**config.mk**
```make
export PLATFORM = sky130hd
export DESIGN_NAME = wvw_ram
export DESIGN_NICKNAME = d
export VERILOG_FILES = /design/src/rtl/wvw_ram.sv
export SDC_FILE = /design/constraint.sdc
export NUM_CORES = 1
export LEC_CHECK = 0
export ABC_AREA = 0
export BUFFER_PORTS_ARGS = -buffer_cell sky130_fd_sc_hd__buf_2
export CORE_MARGIN = 4
export CORE_UTILIZATION = 37
export DETAILED_ROUTE_END_ITERATION = 10
export PLACE_DENSITY = 0.64
export SLEW_MARGIN = 10
export SYNTH_ARGS = -nofsm -noshare
export SYNTH_HDL_FRONTEND = slang
export SYNTH_SLANG_ARGS = --single-unit
```
**constraint.sdc**
```tcl
create_clock -name i_clk -period 1.7 [get_ports i_clk]
set_clock_uncertainty 0.2 [all_clocks]
set_input_delay 0.085 -clock i_clk [delete_from_list [all_inputs] [get_ports i_clk]]
set_output_delay 0.085 -clock i_clk [all_outputs]
set_load 0.005 [all_outputs]
```
**src/rtl/wvw_ram.sv**
```systemverilog
// ----------------------------------------------------------------------------
// wvw_ram
// Generic simple dual port ram, one write port, one registered read port.
// ----------------------------------------------------------------------------
module wvw_ram #(
    parameter int WIDTH = 8,
    parameter int DEPTH = 16
) (
    input  logic                     i_clk,
    input  logic                     i_we,
    input  logic [$clog2(DEPTH)-1:0] i_waddr,
    input  logic [WIDTH-1:0]         i_wdata,
    input  logic [$clog2(DEPTH)-1:0] i_raddr,
    output logic [WIDTH-1:0]         o_rdata
);

    logic [WIDTH-1:0] r_mem [DEPTH];
    logic [WIDTH-1:0] r_rdata;

    always_ff @(posedge i_clk) begin
        if (i_we) begin
            r_mem[i_waddr] <= i_wdata;
        end
        r_rdata <= r_mem[i_raddr];
    end

    assign o_rdata = r_rdata;

endmodule

```
==> results of run 1 <==
[power by group through the flow]
stage	clock, mW	sequential, mW	combinational [mW]
2_1_floorplan	0	3.84	0.191
3_3_place_gp	0	3.84	0.359
3_5_place_dp	0	3.84	0.367
4_1_cts	3.61	3.77	0.382
5_1_grt	3.78	3.78	0.406
6_report	3.56	3.77	0.373
[state kept, by name, indices dropped and copies added, names as in the netlist]
| name | cells |
|---|---|
| o_rdata | 8 |
| r_mem | 128 |
[critical path, delay by kind of cell (launching register included)]
kind / cells / cell delay [ns]
AOI/OAI and AO/OA: 1 / 0.30
DFF: 1 / 0.36
muxes: 1 / 0.50
and+or+nand+nor: 1 / 0.17
[cell usage after synthesis (all sizes together)]
cell / number
nor3: 4
dfxtp: 8
or3b: 1
nand3: 1
nand3b: 2
clkdlybuf4s25: 3
buf: 7
nand2: 9
nor2: 13
nand2b: 2
and2b: 1
and2: 1
mux4: 32
edfxtp: 128
nor2b: 1
a22oi: 16
[final cells by class]
cell class / count / area (um2) / share of cell area [%]
timing repair buffer: 59 / 425 / 6.76
tap: 176 / 220 / 3.50
sequential: 136 / 4000 / 63.6
clock inverter: 10 / 126 / 2.01
multi-input combinational: 83 / 1060 / 16.9
clock buffer: 22 / 454 / 7.22
[logic make-up after synthesis]
| kind of cell | after synthesis | share of synthesized area, % |
|---|---|---|
| simple gates | 35 | 3.18 |
| mux | 32 | 15.0 |
| compound gates | 16 | 2.33 |
| flops | 136 | 77.8 |
| buf+inv | 10 | 1.68 |
[timing repair]
| action | in CTS | in global routing |
|---|---|---|
| endpoints found under the hold margin | 128 | 0 |
| hold buffers | 8 | 0 |
| buffers inserted | 0 | 0 |
[per-stage QoR]
step	hold WS [ns]	cell area, um2
after floorplan	-0.0161	5150
after global placement	0.265	5630
after detailed placement	0.260	5630
after CTS	0.0256	6290
after global routing	0.0423	6290
final	0.0412	6290
[per-layer routing]
metal	vias up	global-route usage (%)	part of all wire, %
met5	-	0	0
met4	0	5.68	1.3
met3	15	3.60	4.8
met2	74	21.5	51
met1	1282	18.7	43
li1	1109	-	-
[final timing paths]
check / startpoint / to / slack (ns) / cells past startpoint
setup / recovery: r_mem[0][1]$_DFFE_PP_ / o_rdata[1]$_DFF_P_ / 0.03 / 3
hold / removal: i_waddr[0] / r_mem[0][2]$_DFFE_PP_ / 0.04 / 3
setup reg to reg: r_mem[0][1]$_DFFE_PP_ / o_rdata[1]$_DFF_P_ / 0.03 / 3
hold reg to reg: r_mem[14][5]$_DFFE_PP_ / o_rdata[5]$_DFF_P_ / 0.46 / 3
==> metrics.yaml, run 1 <==
vias: 2480
grt_max_degree: 33
fp.dieH_um: 126
synth_fp_nets: 247
clk_pin_slew_ns: 0.05
dr.pass1.iters: 4
max_cap_viol_count: 0
drt.antenna.violating_nets: 0
cts_buffers: 17
hpwl_um: 6570
p_leak_nw: 2.16
ctsResizeCount: 0
syn_inst: 229
crit_type: "reg -> reg"
drt_iter0_markers: 306
cts_root_buffer: "clkbuf_16"
syn_avg_cell_area_um2: 22.5
slowest_stage: "mux4_1"
insertion_delay_ns: 0.40
grt_overflow: 0
slew_viol_final: 0
drive_above_1_share_pct: 31.6
clock_power_share_pct: 46.2
worstPathCellList: "mux4_1 -> a22oi_1 -> nand2_1"
total_power_mw: 7.71
placement.io_buffers: 25
finalHoldViolCount: 0
path_max_fanout: 1
status: "finished, final reports clean"
crit_arrival_ns: 1.73
slowest_delay_ns: 0.50
io-pin-count: 26
gp_congestion: 0.725
setup_viol: 0
grt_pass1_vias: 2613
wire_per_inst_um: 21.0
cts_tree: "built"
gr-usage-all-layers_pct: 13.8
cts.sinks: 136
post-route-period-util_pct: 98.3
num_rows: 42
p_seq_share_pct: 48.9
fin_ws_ns: 0.0286
ys_ff_latch: 136
syn_area_mm2: 0.00515
start_util_pct: 38.3
p_comb_share_pct: 4.8
syn_to_final_growth_pct: 22.2
p_sw_mw: 1.46
p_per_area_mw_per_mm2: 1230
insertedDiodeCount: 0
synth_top_area_share_pct: 74.7
final_nets: 315
worst_pin_slew_ns: 0.408
yosysTopAreaCell: "edfxtp_1"
antenna_found_initial: 0
fin_util_pct: 46.8
place_inst: 446
hp-class: "in -> reg"
h-tree-depth: 4
rsz0062_at_grt: "false"
cts_buffer_depth: 2
fin_cells: 486
synth.distinct_cells: 19
fillCellCount: 1138
finalCriticalPeriod_ns: 1.67
totalNegativeSetupSlack_ns: 0
place_ws_ns: -0.137
core_area_mm2: 0.0135
drc: 0
die_width_um: 126
yosys_warnings: 0
die-area_mm2: 0.0159
final_cell_mix: "edfxtp_1 (128), buf_2 (25), buf_4 (24), mux4_2 (18), clkbuf_16 (17)"
cp-end-kind: "flip-flop"
viasPerCell: 5.10
postRouteWirelength_um: 10200
slew_headroom_pct: 72.8
grt_first_pass_wirelength_um: 15700
layout_commonest_cell: "edfxtp_1"
fmax_ghz: 0.598
synth.area.top_cells: "edfxtp_1 (75%), mux4_2 (7.9%), mux4_1 (7.1%)"
crit_required_ns: 1.76
switching_share_pct: 19.0
p_int_mw: 6.25
seq_area_frac_synth_pct: 77.8
crit_path_start_kind: "flip-flop"
max-vdd-ir-drop_mv: 0.643
(Power assumes the default switching activity.)
==> run 2, diff against run 1 <==
- MAX_ROUTING_LAYER: unset -> met4
- PLACE_DENSITY: 0.64 -> 0.57
==> run 2 against run 1 <==
Final cell count is 0.62% lower; sequential power hardly changed; die area stayed put; routed wire length is 0.31% higher; critical endpoint is now o_rdata[3]$_DFF_P_; highest routed layer unchanged.
==> metrics.yaml, run 2 (synthesis results as in run 1) <==
insertedDiodeCount: 0
drt.antenna.violating_nets: 0
slowest_delay_ns: 0.50
drive_above_1_share_pct: 31.9
core_area_mm2: 0.0135
fin_cells: 483
vias: 2465
die_width_um: 126
cts.sinks: 136
cts_buffer_depth: 2
worstPathCellList: "mux4_1 -> a22oi_1 -> nand2_1"
largest_register: "r_mem"
h-tree-depth: 4
fin_ws_ns: 0.114
cts_buffers: 17
cts_tree: "built"
fmax_ghz: 0.630
start_util_pct: 38.3
use_met3_pct: 3.73
syn_to_final_growth_pct: 21.9
wire_per_inst_um: 21.2
post-route-period-util_pct: 93.3
place_inst: 443
final_nets: 312
crit_path_start_kind: "flip-flop"
grt_first_pass_wirelength_um: 16000
drt_iter0_markers: 331
fp.dieH_um: 126
gr-usage-all-layers_pct: 14.2
layout_commonest_cell: "edfxtp_1"
path_max_fanout: 1
fillCellCount: 1161
finalCriticalPeriod_ns: 1.59
grt.busiest_layer: "met2"
slowest_stage: "mux4_1"
slew_viol_final: 0
hold_buffers: 8
grt_max_degree: 19
crit_required_ns: 1.78
crit_buf_inv: 0
placement.io_buffers: 25
clk_pin_slew_ns: 0.05
drc: 0
grt_pass1_vias: 2620
dr.pass1.iters: 5
worst_pin_slew_ns: 0.770
largest_reg_flops: 128
fin_util_pct: 46.6
antenna_found_initial: 0
totalNegativeSetupSlack_ns: 0
rsz0062_at_grt: "false"
gp_congestion: 0.735
post_cts_buffers: 0
slew_headroom_pct: 48.5
crit_type: "reg -> reg"
met1_usage_pct: 18.9
critical-path-top-delay-family: "multiplexers"
use_met2_pct: 21.5
insertion_delay_ns: 0.41
cp-end-kind: "flip-flop"
grt_overflow: 0
hp-class: "in -> reg"
p_leak_nw: 2.15
p_per_area_mw_per_mm2: 1220
setup_viol: 0
crit_arrival_ns: 1.67
postRouteWirelength_um: 10200
num_rows: 42
hpwl_um: 6810
cts_root_buffer: "clkbuf_16"
viasPerCell: 5.10
status: "finished, final reports clean"
finalHoldViolCount: 0
ctsResizeCount: 0
die-area_mm2: 0.0159
io-pin-count: 26
place_ws_ns: -0.0324
max_cap_viol_count: 0
max-vdd-ir-drop_mv: 0.640
final_cell_mix: "edfxtp_1 (128), buf_2 (25), buf_4 (21), mux4_2 (18), clkbuf_16 (17)"
==> run 2: changes by cell type in the layout (fill, tap and decap cells not counted), sizes merged <==
cell    before  now
clkbuf      22   23
buf         51   48
bufinv       3    2
==> run 2: report_power, final <==
| part | leakage (nW) | internal (mW) | switching, mW |
|---|---|---|---|
| registers | 1.22 | 3.75 | 0.0235 |
| logic | 0.635 | 0.167 | 0.199 |
| clock network | 0.292 | 2.30 | 1.25 |
==> run 2: path summary, 6_finish.rpt <==
kind                            cells after the start                    end  slack, ns                  start
worst min register to register                      3     o_rdata[3]$_DFF_P_       0.48  r_mem[4][3]$_DFFE_PP_
worst max register to register                      3     o_rdata[3]$_DFF_P_       0.11  r_mem[9][3]$_DFFE_PP_
worst min-delay path                                3  r_mem[7][1]$_DFFE_PP_       0.05             i_waddr[2]
worst max-delay path                                3     o_rdata[3]$_DFF_P_       0.11  r_mem[9][3]$_DFFE_PP_
==> run 2: through the flow <==
stage	total power [mW]	hold WS, ns	area [um2]
2_1_floorplan	4.03	-0.0161	5150
3_3_place_gp	4.19	0.265	5610
3_5_place_dp	4.20	0.264	5610
4_1_cts	7.76	0.0290	6270
5_1_grt	7.97	0.0420	6270
6_report	7.69	0.0487	6270
==> run 2: area by class of cell <==
type                            instances  area, um2  area share [%]
Clock buffer                           23        488            7.78
Multi-Input combinational cell         83       1060            16.9
Tap cell                              176        220            3.51
Clock inverter                          9       97.6            1.56
Timing Repair Buffer                   56        403            6.42
Sequential cell                       136       4000            63.8
==> run 2: routing by layer <==
metal  share of wire, %  up-vias
li1                   -     1101
met1                 43     1271
met2                 50       81
met3                5.5       12
met4                1.2        0
met5                  0        -
==> run 2: worst reg2reg max path: stages, from the launching register on <==
cell	delay, ns
edfxtp_1	0.36
mux4_1	0.50
a22oi_1	0.32
nand2_1	0.08
==> run 3, diff against run 2 <==
- PLACE_DENSITY: 0.57 -> 0.55
- clock period: 1.7 -> 1.6 ns (I/O delays scaled with it)
==> run 3 against run 2 <==
Sequential share of layout area is 0.58 points lower; worst setup slack worse by 0.047 ns; critical endpoint is now o_rdata[7]$_DFF_P_; power is 8.1% higher; largest cell class unchanged; register-to-register slack worse by 0.05 ns; non-clock buffer count is 1 lower; global-route usage is 0.15 points lower.
==> metrics.yaml, run 3 (synthesis results as in run 1) <==
largest_register: "r_mem"
p_leak_nw: 2.16
fp.dieH_um: 126
viasPerCell: 5.02
whs_ns: 0.0361
insertedDiodeCount: 0
hold_path_depth: 3
grt_pass1_vias: 2561
finalHoldViolCount: 0
antenna_found_initial: 0
slew_viol_final: 0
finalCriticalPeriod_ns: 1.53
worstReg2RegEnd: "o_rdata[7]$_DFF_P_"
max-vdd-ir-drop_mv: 0.885
h-tree-depth: 4
slew_headroom_pct: 39.3
drc: 0
cts_buffers: 17
layout_commonest_cell: "edfxtp_1"
worst_pin_slew_ns: 0.909
cts_tree: "built"
r2r_setup_slack_ns: 0.07
grt_first_pass_wirelength_um: 15700
cts_buffer_depth: 2
io-pin-count: 26
path_max_fanout: 1
hpwl_um: 6580
status: "finished, final reports clean"
postRouteWirelength_um: 9980
final_nets: 311
drive_above_1_share_pct: 32.7
start_util_pct: 38.3
cp-end-kind: "flip-flop"
worstHoldStart: "i_waddr[0]"
cts_root_buffer: "clkbuf_16"
setup_viol: 0
rsz0062_at_grt: "false"
drt.antenna.violating_nets: 0
gp_congestion: 0.710
crit_required_ns: 1.68
vias: 2421
crit_arrival_ns: 1.62
die_width_um: 126
max_cap_viol_count: 0
largest_reg_flops: 128
final_cell_mix: "edfxtp_1 (128), buf_2 (25), mux4_2 (18), buf_4 (18), clkbuf_16 (17)"
slowest_stage: "mux4_2"
die-area_mm2: 0.0159
clk_pin_slew_ns: 0.06
post-route-period-util_pct: 95.9
fin_util_pct: 47.1
hp-class: "in -> reg"
grt_overflow: 0
wire_per_inst_um: 20.7
rr_worst_depth: 3
cts.sinks: 136
post_cts_buffers: 0
worstPathCellList: "mux4_2 -> a22oi_1 -> nand2_1"
hold-path-endpoint: "r_mem[0][5]$_DFFE_PP_"
placement.io_buffers: 25
crit_type: "reg -> reg"
slowest_delay_ns: 0.49
core_area_mm2: 0.0135
gr-usage-all-layers_pct: 14.1
syn_to_final_growth_pct: 23.0
p_per_area_mw_per_mm2: 1310
drt_iter0_markers: 266
crit_path_start_kind: "flip-flop"
grt_max_degree: 22
insertion_delay_ns: 0.41
fmax_ghz: 0.652
dr.pass1.iters: 4
r2r_start: "r_mem[11][7]$_DFFE_PP_"
num_rows: 42
run 3: power breakdown:
| group | switching (mW) | internal, mW | total (mW) |
|---|---|---|---|
| Sequential | 0.0254 | 3.99 | 4.01 |
| Clock | 1.33 | 2.57 | 3.90 |
| Combinational | 0.213 | 0.188 | 0.401 |
| Total | 1.57 | 6.74 | 8.31 |
run 3: what timing repair did:
item                                    in CTS  in global routing
resized for setup                            0                  5
hold endpoints to repair                   128                  0
hold buffers                                 8                  0
endpoints found under the setup margin       0                  5
run 3: cell type report:
cell class / instances / area, um2
clock buffer: 24 / 482
timing repair buffer: 55 / 420
tap: 176 / 220
multi-input combinational: 83 / 1090
fill: 1149 / 7120
clock inverter: 8 / 119
sequential: 136 / 4000
run 3: layer usage:
layer	vias to the layer above	GRT usage (%)	wire length, um
met5	-	-	0
met1	1266	17.8	4540
met4	0	6.44	200
li1	1103	-	-
met3	13	3.34	295
met2	39	21.7	4950
run 3: worst max-delay path by stage:
| stage | startpoint | endpoint | slack, ns |
|---|---|---|---|
| after floorplan | i_waddr[2] | r_mem[3][0]$_DFFE_PP_ | 0.05 |
| after global placement | i_raddr[0] | o_rdata[1]$_DFF_P_ | -0.13 |
| after detailed placement | i_raddr[0] | o_rdata[3]$_DFF_P_ | -0.12 |
| after CTS | r_mem[9][3]$_DFFE_PP_ | o_rdata[3]$_DFF_P_ | 0.01 |
| after global routing | r_mem[9][3]$_DFFE_PP_ | o_rdata[3]$_DFF_P_ | 0.008 |
| final | r_mem[11][7]$_DFFE_PP_ | o_rdata[7]$_DFF_P_ | 0.07 |
run 3: stage by stage:
stage / TNS [ns] / setup slack (ns) / instance area, um2 / cells / power, mW
after CTS: 0 / 0.0124 / 6310 / 482 / 8.38
after floorplan: 0 / 0.0539 / 5150 / 229 / 4.28
after global placement: -0.572 / -0.133 / 5630 / 442 / 4.46
final: 0 / 0.0664 / 6330 / 482 / 8.31
after detailed placement: -0.488 / -0.117 / 5630 / 442 / 4.47
after global routing: 0 / 0.00759 / 6330 / 482 / 8.56
run 3: critical path, delay by kind of cell (launching register included):
kind	cells	cell delay, ns
multiplexers	1	0.49
AO/OA/AOI/OAI	1	0.28
flip-flops	1	0.36
AND/OR/NAND/NOR	1	0.08
