File: src/rtl/wvw_pkg.sv
// ----------------------------------------------------------------------------
// wvw_pkg
// Shared sizes, opcodes and control structs of the weighted voronoi water
// counter.
// ----------------------------------------------------------------------------
package wvw_pkg;

    localparam int MAX_ATOMS  = 256;
    localparam int MAX_WATERS = 1024;

    localparam int ATOM_AW  = $clog2(MAX_ATOMS);
    localparam int WATER_AW = $clog2(MAX_WATERS);
    localparam int ATOM_CW  = $clog2(MAX_ATOMS + 1);
    localparam int WATER_CW = $clog2(MAX_WATERS + 1);

    localparam int POS_W    = 24;
    localparam int RAD_W    = 16;
    localparam int CNT_W    = 19;
    localparam int ATOM_DW  = 3 * POS_W + RAD_W;
    localparam int WATER_DW = 3 * POS_W;

    localparam logic [CNT_W-1:0] COUNT_MAX = {CNT_W{1'b1}};

    localparam logic [1:0] OP_LOAD_ATOM  = 2'd0;
    localparam logic [1:0] OP_LOAD_WATER = 2'd1;
    localparam logic [1:0] OP_COMPUTE    = 2'd2;

    localparam int          APB_AW      = 3;
    localparam logic        REG_PROBE   = 1'b0;
    localparam logic [15:0] PROBE_RESET = 16'd358;

    typedef struct packed {
        logic                start;
        logic [ATOM_CW-1:0]  na;
        logic [WATER_CW-1:0] nw;
        logic [RAD_W-1:0]    probe;
    } t_seq_cfg;

    typedef struct packed {
        logic             busy;
        logic             done;
        logic [CNT_W-1:0] count;
    } t_seq_stat;

endpackage

File: src/rtl/wvw_ram.sv
// ----------------------------------------------------------------------------
// wvw_ram
// Generic simple dual port ram, one write port, one registered read port.
// ----------------------------------------------------------------------------
module wvw_ram #(
    parameter int WIDTH = 8,
    parameter int DEPTH = 16
) (
    input  logic                     i_clk,
    input  logic                     i_we,
    input  logic [$clog2(DEPTH)-1:0] i_waddr,
    input  logic [WIDTH-1:0]         i_wdata,
    input  logic [$clog2(DEPTH)-1:0] i_raddr,
    output logic [WIDTH-1:0]         o_rdata
);

    logic [WIDTH-1:0] r_mem [DEPTH];
    logic [WIDTH-1:0] r_rdata;

    always_ff @(posedge i_clk) begin
        if (i_we) begin
            r_mem[i_waddr] <= i_wdata;
        end
        r_rdata <= r_mem[i_raddr];
    end

    assign o_rdata = r_rdata;

endmodule

File: src/rtl/wvw_mul.sv
// ----------------------------------------------------------------------------
// wvw_mul
// Shared 32 x 32 unsigned multiplier with registered product.
// ----------------------------------------------------------------------------
module wvw_mul (
    input  logic        i_clk,
    input  logic [31:0] i_a,
    input  logic [31:0] i_b,
    output logic [63:0] o_p
);

    logic [63:0] r_p;

    always_ff @(posedge i_clk) begin
        r_p <= {32'b0, i_a} * {32'b0, i_b};
    end

    assign o_p = r_p;

endmodule

File: src/rtl/wvw_seq.sv
// ----------------------------------------------------------------------------
// wvw_seq
// Pair counting sequencer: walks atoms, neighbors and waters and drives
// the shared multiplier, which can take a new operand pair while the previous product is read back.
// ----------------------------------------------------------------------------
module wvw_seq import wvw_pkg::*; (
    input  logic                i_clk,
    input  logic                i_rst_n,
    input  t_seq_cfg            i_cfg,
    input  logic                i_out_free,
    input  logic [ATOM_DW-1:0]  i_atom_rdata,
    input  logic [WATER_DW-1:0] i_water_rdata,
    output logic [ATOM_AW-1:0]  o_atom_raddr,
    output logic [WATER_AW-1:0] o_water_raddr,
    output t_seq_stat           o_stat
);

    localparam int ST_W   = 5;
    localparam int ACC_W  = 82;
    localparam int DIST_W = 50;
    localparam int WL_W   = 34;

    localparam logic [ST_W-1:0] S_IDLE   = 5'd0;
    localparam logic [ST_W-1:0] S_AI_RD  = 5'd1;
    localparam logic [ST_W-1:0] S_AI_CAP = 5'd2;
    localparam logic [ST_W-1:0] S_NB_RD  = 5'd3;
    localparam logic [ST_W-1:0] S_NB_CAP = 5'd4;
    localparam logic [ST_W-1:0] S_NB_L0  = 5'd5;
    localparam logic [ST_W-1:0] S_NB_L1  = 5'd6;
    localparam logic [ST_W-1:0] S_WL0    = 5'd7;
    localparam logic [ST_W-1:0] S_WL1    = 5'd8;
    localparam logic [ST_W-1:0] S_WL2    = 5'd9;
    localparam logic [ST_W-1:0] S_W_RD   = 5'd10;
    localparam logic [ST_W-1:0] S_W_CAP  = 5'd11;
    localparam logic [ST_W-1:0] S_W_CHK  = 5'd12;
    localparam logic [ST_W-1:0] S_J_RD   = 5'd13;
    localparam logic [ST_W-1:0] S_J_CAP  = 5'd14;
    localparam logic [ST_W-1:0] S_J_P0   = 5'd15;
    localparam logic [ST_W-1:0] S_J_P1   = 5'd16;
    localparam logic [ST_W-1:0] S_J_P2   = 5'd17;
    localparam logic [ST_W-1:0] S_J_P3   = 5'd18;
    localparam logic [ST_W-1:0] S_J_P4   = 5'd19;
    localparam logic [ST_W-1:0] S_J_P5   = 5'd20;
    localparam logic [ST_W-1:0] S_J_P6   = 5'd21;
    localparam logic [ST_W-1:0] S_D0     = 5'd22;
    localparam logic [ST_W-1:0] S_D1     = 5'd23;
    localparam logic [ST_W-1:0] S_D2     = 5'd24;
    localparam logic [ST_W-1:0] S_D3     = 5'd25;
    localparam logic [ST_W-1:0] S_DONE   = 5'd26;

    localparam logic [1:0] SEL_IJ = 2'd0;
    localparam logic [1:0] SEL_IW = 2'd1;
    localparam logic [1:0] SEL_WJ = 2'd2;

    logic [ST_W-1:0]     r_state, n_state;
    logic [ST_W-1:0]     r_ret, n_ret;
    logic [1:0]          r_sel, n_sel;
    logic [ATOM_CW-1:0]  r_na, n_na;
    logic [WATER_CW-1:0] r_nw, n_nw;
    logic [RAD_W-1:0]    r_probe, n_probe;
    logic [ATOM_CW-1:0]  r_i, n_i;
    logic [ATOM_CW-1:0]  r_j, n_j;
    logic [WATER_CW-1:0] r_w, n_w;
    logic                r_any, n_any;
    logic [CNT_W-1:0]    r_count, n_count;
    logic [POS_W-1:0]    r_ix, r_iy, r_iz, n_ix, n_iy, n_iz;
    logic [RAD_W-1:0]    r_ir, n_ir;
    logic [POS_W-1:0]    r_jx, r_jy, r_jz, n_jx, n_jy, n_jz;
    logic [RAD_W-1:0]    r_jr, n_jr;
    logic [POS_W-1:0]    r_wx, r_wy, r_wz, n_wx, n_wy, n_wz;
    logic [ACC_W-1:0]    r_acc, n_acc;
    logic [ACC_W-1:0]    r_left, n_left;
    logic [WL_W-1:0]     r_wl, n_wl;
    logic [31:0]         r_ri2, n_ri2;
    logic [31:0]         r_rj2, n_rj2;
    logic [DIST_W-1:0]   r_diw, n_diw;
    logic [DIST_W-1:0]   r_dwj, n_dwj;

    logic        flag_we;
    logic        flag_wd;
    logic        flag_rd;
    logic [31:0] mul_a, mul_b;
    logic [63:0] prod;
    logic [ACC_W-1:0] prod_ext;
    logic [ACC_W-1:0] prod_hi;

    logic [POS_W-1:0]   px, py, pz, qx, qy, qz;
    logic signed [24:0] dx, dy, dz;
    logic [24:0]        adx, ady, adz;
    logic [17:0]        lim;
    logic [16:0]        wr;

    wvw_mul u_mul (
        .i_clk (i_clk),
        .i_a   (mul_a),
        .i_b   (mul_b),
        .o_p   (prod)
    );

    // neighbor flags of the current atom, read through a registered read port
    wvw_ram #(.WIDTH(1), .DEPTH(MAX_ATOMS)) u_flag_ram (
        .i_clk   (i_clk),
        .i_we    (flag_we),
        .i_waddr (r_j[ATOM_AW-1:0]),
        .i_wdata (flag_wd),
        .i_raddr (r_j[ATOM_AW-1:0]),
        .o_rdata (flag_rd)
    );

    assign prod_ext = {{(ACC_W - 64){1'b0}}, prod};
    assign prod_hi  = prod_ext << 25;

    // distance operand select
    always_comb begin
        case (r_sel)
            SEL_IJ: begin
                px = r_ix; py = r_iy; pz = r_iz; qx = r_jx; qy = r_jy; qz = r_jz;
            end
            SEL_IW: begin
                px = r_ix; py = r_iy; pz = r_iz; qx = r_wx; qy = r_wy; qz = r_wz;
            end
            default: begin
                px = r_wx; py = r_wy; pz = r_wz; qx = r_jx; qy = r_jy; qz = r_jz;
            end
        endcase
    end

    assign dx  = $signed({px[POS_W-1], px}) - $signed({qx[POS_W-1], qx});
    assign dy  = $signed({py[POS_W-1], py}) - $signed({qy[POS_W-1], qy});
    assign dz  = $signed({pz[POS_W-1], pz}) - $signed({qz[POS_W-1], qz});
    assign adx = dx[24] ? 25'(-dx) : 25'(dx);
    assign ady = dy[24] ? 25'(-dy) : 25'(dy);
    assign adz = dz[24] ? 25'(-dz) : 25'(dz);

    assign lim = {2'b0, r_ir} + {1'b0, r_probe, 1'b0} + {2'b0, r_jr};
    assign wr  = {1'b0, r_ir} + {1'b0, r_probe};

    always_comb begin
        n_state = r_state; n_ret = r_ret; n_sel = r_sel;
        n_na = r_na; n_nw = r_nw; n_probe = r_probe;
        n_i = r_i; n_j = r_j; n_w = r_w; n_any = r_any; n_count = r_count;
        n_ix = r_ix; n_iy = r_iy; n_iz = r_iz; n_ir = r_ir;
        n_jx = r_jx; n_jy = r_jy; n_jz = r_jz; n_jr = r_jr;
        n_wx = r_wx; n_wy = r_wy; n_wz = r_wz;
        n_acc = r_acc; n_left = r_left; n_wl = r_wl;
        n_ri2 = r_ri2; n_rj2 = r_rj2; n_diw = r_diw; n_dwj = r_dwj;
        flag_we = 1'b0;
        flag_wd = 1'b0;
        mul_a = 32'b0;
        mul_b = 32'b0;
        o_atom_raddr  = r_j[ATOM_AW-1:0];
        o_water_raddr = r_w[WATER_AW-1:0];

        case (r_state)
            S_IDLE: begin
                if (i_cfg.start) begin
                    n_na = i_cfg.na;
                    n_nw = i_cfg.nw;
                    n_probe = i_cfg.probe;
                    n_i = '0;
                    n_count = '0;
                    n_state = S_AI_RD;
                end
            end
            S_AI_RD: begin
                o_atom_raddr = r_i[ATOM_AW-1:0];
                n_state = (r_i == r_na) ? S_DONE : S_AI_CAP;
            end
            S_AI_CAP: begin
                {n_ix, n_iy, n_iz, n_ir} = i_atom_rdata;
                n_j = '0;
                n_any = 1'b0;
                n_state = S_NB_RD;
            end
            S_NB_RD: begin
                if (r_j == r_na) begin
                    if (r_any) begin
                        n_state = S_WL0;
                    end else begin
                        n_i = r_i + 1'b1;
                        n_state = S_AI_RD;
                    end
                end else if (r_j == r_i) begin
                    flag_we = 1'b1;
                    n_j = r_j + 1'b1;
                end else begin
                    n_state = S_NB_CAP;
                end
            end
            S_NB_CAP: begin
                {n_jx, n_jy, n_jz, n_jr} = i_atom_rdata;
                n_sel = SEL_IJ;
                n_ret = S_NB_L0;
                n_state = S_D0;
            end
            S_NB_L0: begin
                mul_a = {14'b0, lim};
                mul_b = {14'b0, lim};
                n_state = S_NB_L1;
            end
            S_NB_L1: begin
                flag_we = 1'b1;
                flag_wd = (r_acc <= prod_ext);
                n_any = r_any | flag_wd;
                n_j = r_j + 1'b1;
                n_state = S_NB_RD;
            end
            S_WL0: begin
                mul_a = {15'b0, wr};
                mul_b = {15'b0, wr};
                n_state = S_WL1;
            end
            S_WL1: begin
                n_wl = prod[WL_W-1:0];
                mul_a = {16'b0, r_ir};
                mul_b = {16'b0, r_ir};
                n_state = S_WL2;
            end
            S_WL2: begin
                n_ri2 = prod[31:0];
                n_w = '0;
                n_state = S_W_RD;
            end
            S_W_RD: begin
                if (r_w == r_nw) begin
                    n_i = r_i + 1'b1;
                    n_state = S_AI_RD;
                end else begin
                    n_state = S_W_CAP;
                end
            end
            S_W_CAP: begin
                {n_wx, n_wy, n_wz} = i_water_rdata;
                n_sel = SEL_IW;
                n_ret = S_W_CHK;
                n_state = S_D0;
            end
            S_W_CHK: begin
                if (r_acc < {{(ACC_W - WL_W){1'b0}}, r_wl}) begin
                    n_diw = r_acc[DIST_W-1:0];
                    n_j = '0;
                    n_state = S_J_RD;
                end else begin
                    n_w = r_w + 1'b1;
                    n_state = S_W_RD;
                end
            end
            S_J_RD: begin
                if (r_j == r_na) begin
                    if (r_count != COUNT_MAX) begin
                        n_count = r_count + 1'b1;
                    end
                    n_w = r_w + 1'b1;
                    n_state = S_W_RD;
                end else begin
                    n_state = S_J_CAP;
                end
            end
            S_J_CAP: begin
                // flag and atom data of entry j arrive together
                if (!flag_rd) begin
                    n_j = r_j + 1'b1;
                    n_state = S_J_RD;
                end else begin
                    {n_jx, n_jy, n_jz, n_jr} = i_atom_rdata;
                    n_sel = SEL_WJ;
                    n_ret = S_J_P0;
                    n_state = S_D0;
                end
            end
            S_J_P0: begin
                n_dwj = r_acc[DIST_W-1:0];
                mul_a = {16'b0, r_jr};
                mul_b = {16'b0, r_jr};
                n_state = S_J_P1;
            end
            S_J_P1: begin
                n_rj2 = prod[31:0];
                mul_a = {7'b0, r_diw[24:0]};
                mul_b = prod[31:0];
                n_state = S_J_P2;
            end
            S_J_P2: begin
                n_acc = prod_ext;
                mul_a = {7'b0, r_diw[49:25]};
                mul_b = r_rj2;
                n_state = S_J_P3;
            end
            S_J_P3: begin
                // left side: diw * rj^2
                n_left = r_acc + prod_hi;
                mul_a = {7'b0, r_dwj[24:0]};
                mul_b = r_ri2;
                n_state = S_J_P4;
            end
            S_J_P4: begin
                n_acc = prod_ext;
                mul_a = {7'b0, r_dwj[49:25]};
                mul_b = r_ri2;
                n_state = S_J_P5;
            end
            S_J_P5: begin
                n_acc = r_acc + prod_hi;
                n_state = S_J_P6;
            end
            S_J_P6: begin
                if (r_left < r_acc) begin
                    n_j = r_j + 1'b1;
                    n_state = S_J_RD;
                end else begin
                    n_w = r_w + 1'b1;
                    n_state = S_W_RD;
                end
            end
            S_D0: begin
                mul_a = {7'b0, adx};
                mul_b = {7'b0, adx};
                n_state = S_D1;
            end
            S_D1: begin
                n_acc = prod_ext;
                mul_a = {7'b0, ady};
                mul_b = {7'b0, ady};
                n_state = S_D2;
            end
            S_D2: begin
                n_acc = r_acc + prod_ext;
                mul_a = {7'b0, adz};
                mul_b = {7'b0, adz};
                n_state = S_D3;
            end
            S_D3: begin
                n_acc = r_acc + prod_ext;
                n_state = r_ret;
            end
            S_DONE: begin
                if (i_out_free) begin
                    n_state = S_IDLE;
                end
            end
            default: begin
                n_state = S_IDLE;
            end
        endcase
    end

    always_ff @(posedge i_clk) begin
        if (!i_rst_n) begin
            r_state <= S_IDLE;
        end else begin
            r_state <= n_state;
        end
    end

    always_ff @(posedge i_clk) begin
        r_ret <= n_ret; r_sel <= n_sel;
        r_na <= n_na; r_nw <= n_nw; r_probe <= n_probe;
        r_i <= n_i; r_j <= n_j; r_w <= n_w; r_any <= n_any; r_count <= n_count;
        r_ix <= n_ix; r_iy <= n_iy; r_iz <= n_iz; r_ir <= n_ir;
        r_jx <= n_jx; r_jy <= n_jy; r_jz <= n_jz; r_jr <= n_jr;
        r_wx <= n_wx; r_wy <= n_wy; r_wz <= n_wz;
        r_acc <= n_acc; r_left <= n_left; r_wl <= n_wl;
        r_ri2 <= n_ri2; r_rj2 <= n_rj2; r_diw <= n_diw; r_dwj <= n_dwj;
    end

    assign o_stat.busy  = (r_state != S_IDLE);
    assign o_stat.done  = (r_state == S_DONE) && i_out_free;
    assign o_stat.count = r_count;

    // neighbor fetches only ever target loaded entries, never the atom itself
    a_nb_in_range: assert property (@(posedge i_clk) disable iff (!i_rst_n)
        (r_state == S_NB_CAP) |-> (r_j < r_na) && (r_j != r_i))
        else $error("neighbor fetch out of range");

    a_water_in_range: assert property (@(posedge i_clk) disable iff (!i_rst_n)
        (r_state == S_W_CAP) |-> (r_w < r_nw))
        else $error("water fetch out of range");

    a_start_idle: assert property (@(posedge i_clk) disable iff (!i_rst_n)
        i_cfg.start |-> (r_state == S_IDLE))
        else $error("compute started while busy");

    a_done_idle: assert property (@(posedge i_clk) disable iff (!i_rst_n)
        o_stat.done |=> (r_state == S_IDLE))
        else $error("sequencer did not return to idle");

endmodule

File: config.mk
export PLATFORM = sky130hd
export DESIGN_NAME = wvw_seq
export DESIGN_NICKNAME = d
export VERILOG_FILES = /design/src/rtl/wvw_pkg.sv /design/src/rtl/wvw_ram.sv /design/src/rtl/wvw_mul.sv /design/src/rtl/wvw_seq.sv
export SDC_FILE = /design/constraint.sdc
export NUM_CORES = 2
export LEC_CHECK = 0
export BUFFER_PORTS_ARGS = -buffer_cell sky130_fd_sc_hd__buf_2
export CAP_MARGIN = 20
export CORE_MARGIN = 1
export CORE_UTILIZATION = 65
export CTS_BUF_LIST = sky130_fd_sc_hd__clkbuf_16
export CTS_CLUSTER_DIAMETER = 50
export CTS_CLUSTER_SIZE = 8
export DETAILED_ROUTE_END_ITERATION = 12
export MAX_ROUTING_LAYER = met4
export PLACE_DENSITY_LB_ADDON = 0.2
export SKIP_LAST_GASP = 1
export SLEW_MARGIN = 20
export SYNTH_ARGS = -nofsm -noshare
export SYNTH_HDL_FRONTEND = slang
export SYNTH_SLANG_ARGS = --single-unit
File: constraint.sdc
create_clock -name i_clk -period 16.3 [get_ports i_clk]
set_input_delay 0.815 -clock i_clk [delete_from_list [all_inputs] [get_ports i_clk]]
set_output_delay 0.815 -clock i_clk [all_outputs]
set_load 0.1 [all_outputs]
==> flow_summary_export.csv <==
group,metric,value,unit
run_status,status,"finished clean",
synthesis,synth_area,84030,um2
timing,slew_violations,0,
die,start_util,65.73,%
die,die_x,361.6,um
synthesis,ys_ff_latch,1018,
synthesis,synth_seq_area_share,35.63,%
timing,fmax,69.39,MHz
timing,skew,0.09897,ns
clock_network,clock_latency,0.82,ns
synthesis,syn_area_per_cell,10.33,um2
cells_and_area,fin_area,91870,um2
drt,vias_per_cell,6.508,
drt,wl_per_cell,26.19,um
die,core,127800,um2
cells_and_area,drive_gt1_share,10.13,%
critical_path,cp.required,16.97,ns
die,die_h,361.6,um
timing,setup_viol,0,
critical_path,cp_top_family,"adder cells",
power_and_ir_drop,p_comb_share,15.8,%
drt,ant_nets,0,
timing,period_minus_slack,14.41,ns
global_route,antenna_found_initial,14,
power_and_ir_drop,cellPowerDensity,79.14,nW/um2
cells_and_area,syn2layout_area_growth,9.327,%
cells_and_area,fillers,9244,
drt,wl_met1,99500,um
synthesis,async_reset_ff_share,0,%
timing,setup_slack,1.889,ns
clock_network,cts_tree,"built",
placement,dp_slack,2.165,ns
drt,wl,262600,um
worst_hold_path,min_path_type,"primary input to flop",
timing,maxSlewHeadroom,17.80,%
critical_path,slowest_stage,"a221oi_1",
die,num_io_pins,239,
clock_network,clk_pin_slew_worst_paths,0.05,ns
critical_path,startpoint_type,"flop",
critical_path,endpoint_kind,"flop",
clock_network,root_buffer,"clkbuf_16",
clock_network,cts-htree-levels,4,
power_and_ir_drop,p_leak,39.10,nW
power_and_ir_drop,ir_drop,0.1209,mV
clock_network,cts_resized,0,
clock_network,cts_hold_buf,0,
drt,dr.max_layer_used,"met4",
critical_path,worstSetupPathType,"flop to flop",
drt,first_iter_violations,8096,
timing,tightest_slew,1.230,ns
critical_path,path_max_fanout,53,
power_and_ir_drop,swShare,28.64,%
critical_path,crit_top_cell,"fa_1",
timing,hold_viol,0,
drt,routed-wl-met2,116400,um
job,cap_violations,0,
placement,globalplace.congestion,1.036,
synthesis,yosysWarnings,0,
clock_network,cts_buffers,160,
global_route,grt_usage,41.83,%
global_route,grt_pass1_vias,65720,
global_route,grt_pass1_wl,398000,um
die,dieArea,130700,um2
drt,met3_length,32950,um
clock_network,cts_setup_buffers,0,
global_route,grt_max_degree,142,
timing,period_share,88.41,%
power_and_ir_drop,internal-power,0.005189,W
drt,vias,65270,
synthesis,synth-edff-count,955,
timing,worst_hold_slack,0.1752,ns
clock_network,cts.sinks,1018,
synthesis,synthFlopType,"edfxtp_1",
power_and_ir_drop,power_switching,0.002082,W
power_and_ir_drop,power_frac_seq,41.5,%
critical_path,cpPeakStageDelay,0.93,ns
drt,dr.pass1.iters,9,
cells_and_area,nNetsFinal,9777,
synthesis,synth_nets,9631,
critical_path,cp_num_buf_inv,7,
placement,placement.cell_area,86980,um2
timing,fin_setup_tns,0,ns
power_and_ir_drop,p_clk_share,42.8,%
timing,rsz0062_at_grt,"no",
clock_network,max-clock-path-buffers,3,
die,rows,131,
synthesis,synthDistinctLibCells,96,
global_route,grt_remaining_overflow,0,
synthesis,syn_inst,8131,
drt,drc,0,
critical_path,worst_ep_arrival_time,15.08,ns
placement,portBuffers,238,
placement,dp.final_hpwl,190100,um
-- area by class of cell --
type                            count  area (um2)  area share, %
Antenna cell                       14       35.03        0.03813
Clock inverter                     76       805.8         0.8771
Sequential cell                  1018       29940          32.59
Multi-Input combinational cell   5670       48760          53.08
Tap cell                         1662        2079          2.263
Timing Repair Buffer              382        2297          2.500
Clock buffer                      161        4029          4.385
Inverter                         1045        3923          4.270
-- cells in the mapped netlist, types with 85 or more instances --
master       n  area (um2)
ha_1       591        7395
edfxtp_1   955       28680
a21oi_1    369        1847
o21ai_0    227        1136
a21o_1     143        1074
and2_1     185        1157
nand2_1    879        3299
inv_1     1043        3915
mux4_2      85        1914
nor2_1     642        2410
a22oi_1     95       713.2
fa_1       709       14190
nand3_1    154       770.7
nor3_1      94       470.5
nand4_1     85       531.8
xnor2_1    237        2076
xor2_1     148        1296
clkbuf_1   331        1242
-- cell usage in the layout (no fill, tap or decap), types with 57 or more instances in the layout --
master     instances
ha_1             591
and3_1            65
nor2b_1           57
inv_1           1071
buf_4            138
buf_2            239
xnor2_1          237
and2_1           184
xor2_1           148
edfxtp_1         955
a21oi_1          369
o21ai_0          227
a31oi_1           73
nand3_1          149
dfxtp_1           63
nand2_1          878
a22oi_1           95
a21o_1           143
fa_1             709
clkbuf_16        161
nor2_1           635
nand4_1           85
mux2_2            82
mux2i_1           81
mux4_2            85
nor3_1            88
-- state kept, by name (all words and copies together) (netlist names), 32 cells and up --
name              cells
r_ri2                32
r_wl                 34
r_diw                50
r_left               82
r_dwj                50
r_acc                82
u_mul.o_p            57
r_rj2                32
u_flag_ram.r_mem    256
-- logic make-up after synthesis --
kind of cell,Yosys count,share of synthesized area [%]
AO/OA/AOI/OAI,1344,10.59
XOR/XNOR,385,4.013
adder cells (fa/ha/maj),1300,25.69
buffers and inverters,1443,6.557
flip-flops,1018,35.63
multiplexers,248,4.342
AND/OR/NAND/NOR,2393,13.18
-- per-layer routing --
metal | GRT usage [%] | vias to the layer above
met5 | - | -
met4 | 18.51 | 0
met3 | 11.10 | 805
met2 | 61.27 | 4073
met1 | 54.91 | 32170
li1 | - | 28210
-- through the flow --
step	utilization (%)	total power [W]	instances
6_report	71.86	0.007271	10030
3_3_place_gp	68.00	0.004151	9773
4_1_cts	71.82	0.007256	10010
3_5_place_dp	68.03	0.004170	9777
5_1_grt	71.85	0.007468	10030
2_1_floorplan	-	0.003848	8131
-- final timing paths --
kind | start | to | slack, ns | cells after the start
worst min-delay path | i_cfg[19] | r_nw[3] | 0.18 | 1
worst min register to register | u_mul.o_p[32] | r_wl[32] | 0.62 | 0
worst max register to register | r_ret[1] | u_mul.o_p[56] | 1.89 | 42
worst max-delay path | r_ret[1] | u_mul.o_p[56] | 1.89 | 42
-- power by group through the flow --
stage               clock network, W  registers [W]  logic, W
detailed placement                 0        0.00306   0.00111
CTS                          0.00312        0.00301   0.00112
floorplan                          0        0.00307  0.000777
finish                       0.00311        0.00301   0.00115
global placement                   0        0.00306   0.00109
global route                 0.00323        0.00302   0.00122
Note: power is estimated with default switching activity, not from simulation.
